`config.mk`:
```
export PLATFORM = sky130hd
export DESIGN_NAME = wtsp_queue
export DESIGN_NICKNAME = d
export VERILOG_FILES = /design/src/rtl/wtsp_pkg.sv /design/src/rtl/wtsp_queue.sv
export SDC_FILE = /design/constraint.sdc
export NUM_CORES = 1
export LEC_CHECK = 0
export BUFFER_PORTS_ARGS = -buffer_cell sky130_fd_sc_hd__buf_4
export CORE_MARGIN = 5
export CORE_UTILIZATION = 43
export DETAILED_ROUTE_END_ITERATION = 8
export SKIP_LAST_GASP = 1
export SLEW_MARGIN = 20
export SYNTH_ARGS = -nofsm -noshare
export SYNTH_HDL_FRONTEND = slang
export SYNTH_SLANG_ARGS = --single-unit
```
`constraint.sdc`:
```
create_clock -name clk_i -period 14.46 [get_ports clk_i]
set_clock_uncertainty 0.15 [all_clocks]
set_input_delay 2.892 -clock clk_i [delete_from_list [all_inputs] [get_ports clk_i]]
set_output_delay 2.892 -clock clk_i [all_outputs]
set_load 0.02 [all_outputs]
```
`src/rtl/wtsp_pkg.sv`:
```
// ----------------------------------------------------------------------------
// wtsp_pkg
// shared types, constants and the divider step for the projection block
// ----------------------------------------------------------------------------
package wtsp_pkg;

  localparam int CoefW    = 32;
  localparam int ProdW    = 64;
  localparam int FracBits = 16;
  localparam int ClipW    = 50;   // clip-space sums, signed
  localparam int DivW     = 51;   // divider operands, unsigned
  localparam int QW       = 31;   // quotient and screen coordinate
  localparam int DivSteps = 30;   // bits of width << 16
  localparam int DimW     = 14;
  localparam int MidDepth = 4;
  localparam int MidAw    = 2;
  localparam int OutDepth = 2;
  localparam int OutAw    = 1;
  localparam int RegW     = 64;
  localparam int AddrW    = 6;

  localparam logic signed [ClipW-1:0] CullW  = ClipW'(6554);
  localparam logic [QW-1:0]           NegOne = 31'h7FFF0000;
  localparam logic [DimW-1:0]         WidthRst  = 14'd1920;
  localparam logic [DimW-1:0]         HeightRst = 14'd1080;

  typedef enum logic [2:0] {
    REG_ROW0_XY, REG_ROW0_ZW, REG_ROW1_XY, REG_ROW1_ZW,
    REG_ROW3_XY, REG_ROW3_ZW, REG_WIDTH, REG_HEIGHT
  } reg_idx_e;

  typedef struct packed {
    logic [RegW-1:0] r0xy, r0zw, r1xy, r1zw, r3xy, r3zw;
  } coef_t;

  // classified point handed from front to back
  typedef struct packed {
    logic [DivW-1:0] nx;
    logic [DivW-1:0] ny;
    logic [DivW-1:0] d;
    logic            vis;
  } job_t;

  typedef struct packed {
    logic [DivW-1:0] r;
    logic [QW-1:0]   q;
  } rq_t;

  typedef struct packed {
    job_t job;
    rq_t  x;
    rq_t  y;
  } stage_t;

  // one bit of floor(n * m / d), remainder stays below d
  function automatic rq_t div_step(rq_t cur, logic [DivW-1:0] n, logic [DivW-1:0] d,
                                   logic mbit);
    logic [DivW:0] t;
    rq_t           res;
    res.q = {cur.q[QW-2:0], 1'b0};
    t = {cur.r, 1'b0};
    if (t >= {1'b0, d}) begin
      t = t - {1'b0, d};
      res.q = res.q + {{(QW-1){1'b0}}, 1'b1};
    end
    if (mbit) begin
      t = t + {1'b0, n};
      if (t >= {1'b0, d}) begin
        t = t - {1'b0, d};
        res.q = res.q + {{(QW-1){1'b0}}, 1'b1};
      end
    end
    res.r = t[DivW-1:0];
    return res;
  endfunction

endpackage

```
`src/rtl/wtsp_queue.sv`:
```
// ----------------------------------------------------------------------------
// wtsp_queue
// short flop queue of classified points between front and back
// ----------------------------------------------------------------------------
module wtsp_queue (
  input  logic           clk_i,
  input  logic           rst_ni,
  input  logic           push_i,
  input  wtsp_pkg::job_t data_i,
  output logic           full_o,
  input  logic           pop_i,
  output logic           empty_o,
  output wtsp_pkg::job_t data_o
);

  wtsp_pkg::job_t              mem_q [wtsp_pkg::MidDepth];
  logic [wtsp_pkg::MidAw-1:0]  wr_q, rd_q;
  logic [wtsp_pkg::MidAw:0]    cnt_q;

  assign full_o  = cnt_q == (wtsp_pkg::MidAw+1)'(wtsp_pkg::MidDepth);
  assign empty_o = cnt_q == '0;
  assign data_o  = mem_q[rd_q];

  always_ff @(posedge clk_i) begin
    if (push_i) begin
      mem_q[wr_q] <= data_i;
    end
  end

  always_ff @(posedge clk_i or negedge rst_ni) begin
    if (!rst_ni) begin
      wr_q  <= '0;
      rd_q  <= '0;
      cnt_q <= '0;
    end else begin
      if (push_i) wr_q <= wr_q + 1'b1;
      if (pop_i)  rd_q <= rd_q + 1'b1;
      if (push_i && !pop_i) cnt_q <= cnt_q + 1'b1;
      else if (!push_i && pop_i) cnt_q <= cnt_q - 1'b1;
    end
  end

endmodule

```
# == After elaboration in Yosys (flattened, before gate mapping) ==
# Memory sizes are Yosys's and may differ from the RTL's.
# Index checks and enable logic that the tools add are counted.
# word_totals
register_bits,7
ram_bits,616
elab_cells,19
n_memories,1
# mem_list
memory,depth,width,rd,rd_ports_with_merged_regs,wr,line,rtl
mem_q,4,154,1,0,1,wtsp_queue.sv:16,wtsp_pkg::job_t mem_q [wtsp_pkg::MidDepth];
# op_classes
add_sub_neg,4
n_eq_ne,1
mux,4
reduce_logical,6
# op_table
operator,count
$mux W3,2
$add A2 B1 Y2 const B,2
$add A3 B1 Y3 const B,1
$eq A3 B3 Y1 const B,1
$logic_not A3 Y1,1
$sub A3 B1 Y3 const B,1
$logic_and A1 B1 Y1,2
$logic_not A1 Y1,2
$mux W1,2
$reduce_bool A2 Y1,1

# == Longest topological paths before layout ==
# depth
depth_word,4
mapped_depth,7
mapped_depth_nobuf,7

# == Least setup slack after synthesis ==
# Ideal clock, no wire load.
# synth_path
path_type,input port to flip-flop
from,input push_i
to,memory mem_q[1][0] (netlist bit) (enable)
setup_time_ns,0.532
arrival_ns,6.404
required_time_ns,13.778
path_slack_ns,7.374
cell_stages,1
path_cell_list,and2_1
# synth_between
elab_chain_cells,2
# synth_rtl
item,line,rtl
start: declaration,wtsp_queue.sv:8,"input logic push_i,"
$mux W1,wtsp_queue.sv:25,if (push_i) begin
$mux W1 (not written as such),wtsp_queue.sv:26,mem_q[wr_q] <= data_i;
end: declaration,wtsp_queue.sv:16,
# Every way passes these cells.

==> impl_metrics.json <==
{
  "clockBufferDepth": 3,
  "drc": 0,
  "path_class": "flip-flop to output pin",
  "final_cell_mix": "edfxtp_1 (616), buf_4 (325), mux4_2 (154)",
  "die_w_microns": 240,
  "yosys_register_bits": 623,
  "cts_tree": "built",
  "worst_pin_slew_ps": 1050,
  "synth_compound_gate_area_share_pct": 0.0220,
  "power_frac_seq_pct": 41.9,
  "power_density_nw_per_um2": 214,
  "clkSinkCount": 623,
  "hold_viol_final": 0,
  "port_buffers": 313,
  "fillCellCount": 4055,
  "rsz0062_at_grt": "false",
  "rows": 84,
  "postCtsSetupRepairBufs": 0,
  "synth_mux_area_share_pct": 15.3,
  "grt.overflow.total": 0,
  "cts_root_buffer": "clkbuf_16",
  "synthSimpleGateAreaFrac_pct": 0.215,
  "synth.area.top_cells": "edfxtp_1 (81%), mux4_2 (15%), buf_12 (0.97%)",
  "cp-end-kind": "output pin",
  "clk_pin_slew_worst_paths_ps": 60,
  "min_period_ps": 6910,
  "switching_share_pct": 30.8,
  "synth_xor_area_share_pct": 0.231,
  "startpoint_type": "flip-flop",
  "dpl.hpwl_mm": 27.1,
  "slew_violations": 0,
  "tns_ps": 0,
  "vias": 9971,
  "outcome": "complete, no violations",
  "synth_nets": 1003,
  "synth_top_family_by_area": "multiplexers",
  "grt_max_degree": 69,
  "cts_made_buffers": 61,
  "drv_cap": 0,
  "initial_utilization_pct": 43.3,
  "switchingPower_mw": 1.81,
  "whs_ps": 342,
  "core-area_sq_um": 52400,
  "max_clock_freq_mhz": 145,
  "critical_path_arrival_ps": 3870,
  "maxSlewHeadroom_pct": 30.3,
  "via_per_inst": 5.18,
  "grt_pass1_vias": 10723,
  "synth_top_cell_by_area": "edfxtp_1",
  "multi_input_area_sq_um": 3680,
  "setup_violations": 0,
  "synth_cell_types": 20,
  "clockPowerShare_pct": 25.3,
  "place_congestion": 0.708,
  "synth_area_sq_um": 22700,
  "crit_fanout": 45,
  "wl_per_cell_microns": 23.3,
  "final_common_cell": "edfxtp_1",
  "nNetsFinal": 1357,
  "required_ps": 11420,
  "pwr-share-comb_pct": 32.7,
  "area_growth_pct": 21.3,
  "ios": 314,
  "r2r_slack_ps": 11750,
  "grtUsageTotal_pct": 15.5,
  "synth_top_area_share_pct": 81.4,
  "power_mw": 5.89,
  "cts_resized": 0,
  "synthAdderAreaFrac_pct": 0.363,
  "drive_above_1_share_pct": 46.2,
  "yosysWarnings": 0,
  "hold_buffers": 0,
  "irDropWorstVdd_uv": 131,
  "drt-pass1-iter-count": 4,
  "worst_hold_path_type": "flip-flop to flip-flop",
  "seq_area_sq_um": 18700,
  "leakage_nw": 9.34,
  "intPower_mw": 4.07,
  "grt_antenna_before_repair": 1,
  "clkLatencyLatePin_ps": 600,
  "syn_area_per_cell_sq_um": 27.1,
  "synthCells": 839,
  "grt_pass1_wl_mm": 67.4,
  "wirelength_mm": 44.9,
  "die_area_sq_um": 57600,
  "detail-route-antenna-nets": 0,
  "synth_seq_area_share_pct": 82.1,
  "h-tree-depth": 2,
  "timing.final.crit_share_pct": 47.8,
  "die_y_microns": 240,
  "drtIter0Drc": 567
}
[power groups by stage]
stage / clock network, mW / logic (mW) / registers, mW
floorplan: 0 / 1.31 / 2.50
global placement: 0 / 1.99 / 2.50
detailed placement: 0 / 1.99 / 2.51
CTS: 1.54 / 1.99 / 2.48
global route: 1.62 / 2.06 / 2.50
finish: 1.49 / 1.93 / 2.47
[cells in the mapped netlist, drive strengths merged]
cell      n
clkbuf    2
and2      4
nor3      1
xor2      4
mux4    154
nand2     2
mux2      1
edfxtp  616
inv       4
buf      33
xnor2     2
nor2      1
nor3b     1
o21ai     1
dfrtp     7
ha        5
fa        1
[per-stage QoR]
| step | area (sq um) | setup WS [ps] | cells | utilization (%) |
|---|---|---|---|---|
| floorplan | 22700 | 7370 | 839 | - |
| global placement | 25700 | 7890 | 1818 | 49.0 |
| detailed placement | 25700 | 7890 | 1818 | 49.0 |
| CTS | 27600 | 7210 | 1925 | 52.6 |
| global route | 27600 | 7100 | 1925 | 52.6 |
| finish | 27600 | 7550 | 1926 | 52.6 |
[layout make-up]
| type | instances | area share, % |
|---|---|---|
| clock buffer | 75 | 5.88 |
| multi-input combinational | 177 | 13.3 |
| clock inverter | 32 | 0.935 |
| sequential | 623 | 67.8 |
| timing repair buffer | 326 | 8.89 |
| antenna | 1 | 0.00908 |
| inverter | 4 | 0.0545 |
| tap | 688 | 3.12 |
[sequential cells by signal (all words and copies together), names as in the netlist]
| register | flops |
|---|---|
| rd_q | 2 |
| mem_q | 616 |
| wr_q | 2 |
| cnt_q | 3 |
[worst max-delay path, stage by stage (launching register included)]
cell     delay [ps]
dfrtp_4         790
buf_4           750
buf_4           850
mux4_2          610
buf_4           180
[metal layers]
| layer | global-route usage [%] | up-vias | wire length, microns |
|---|---|---|---|
| li1 | - | 4349 | - |
| met1 | 20.9 | 5272 | 18100 |
| met2 | 24.9 | 274 | 22200 |
| met3 | 5.26 | 74 | 3760 |
| met4 | 3.65 | 2 | 898 |
| met5 | 0 | - | 13 |
[kinds of logic (layout without fill, tap and decap cells)]
group | Yosys count | after routing
buffers and inverters | 39 | 437
adders and majority gates | 6 | 6
and+or+nand+nor | 9 | 9
muxes | 155 | 155
xor gates and xnor gates | 6 | 6
DFF | 623 | 623
AOI/OAI and AO/OA | 1 | 1
other | 0 | 1
[path summary, 6_finish.rpt]
path	end	startpoint	cells after the start
setup / recovery	data_o[86]	rd_q[0]$_DFFE_PN0P_	4
hold / removal	cnt_q[2]$_DFFE_PN0P_	cnt_q[2]$_DFFE_PN0P_	1
setup reg to reg	mem_q[1][74]$_DFFE_PP_	wr_q[1]$_DFFE_PN0P_	4
hold reg to reg	cnt_q[2]$_DFFE_PN0P_	cnt_q[2]$_DFFE_PN0P_	1
max in group asynchronous	rd_q[1]$_DFFE_PN0P_	rst_ni	1
min in group asynchronous	wr_q[0]$_DFFE_PN0P_	rst_ni	1
Note: power is estimated with default switching activity, not from simulation.
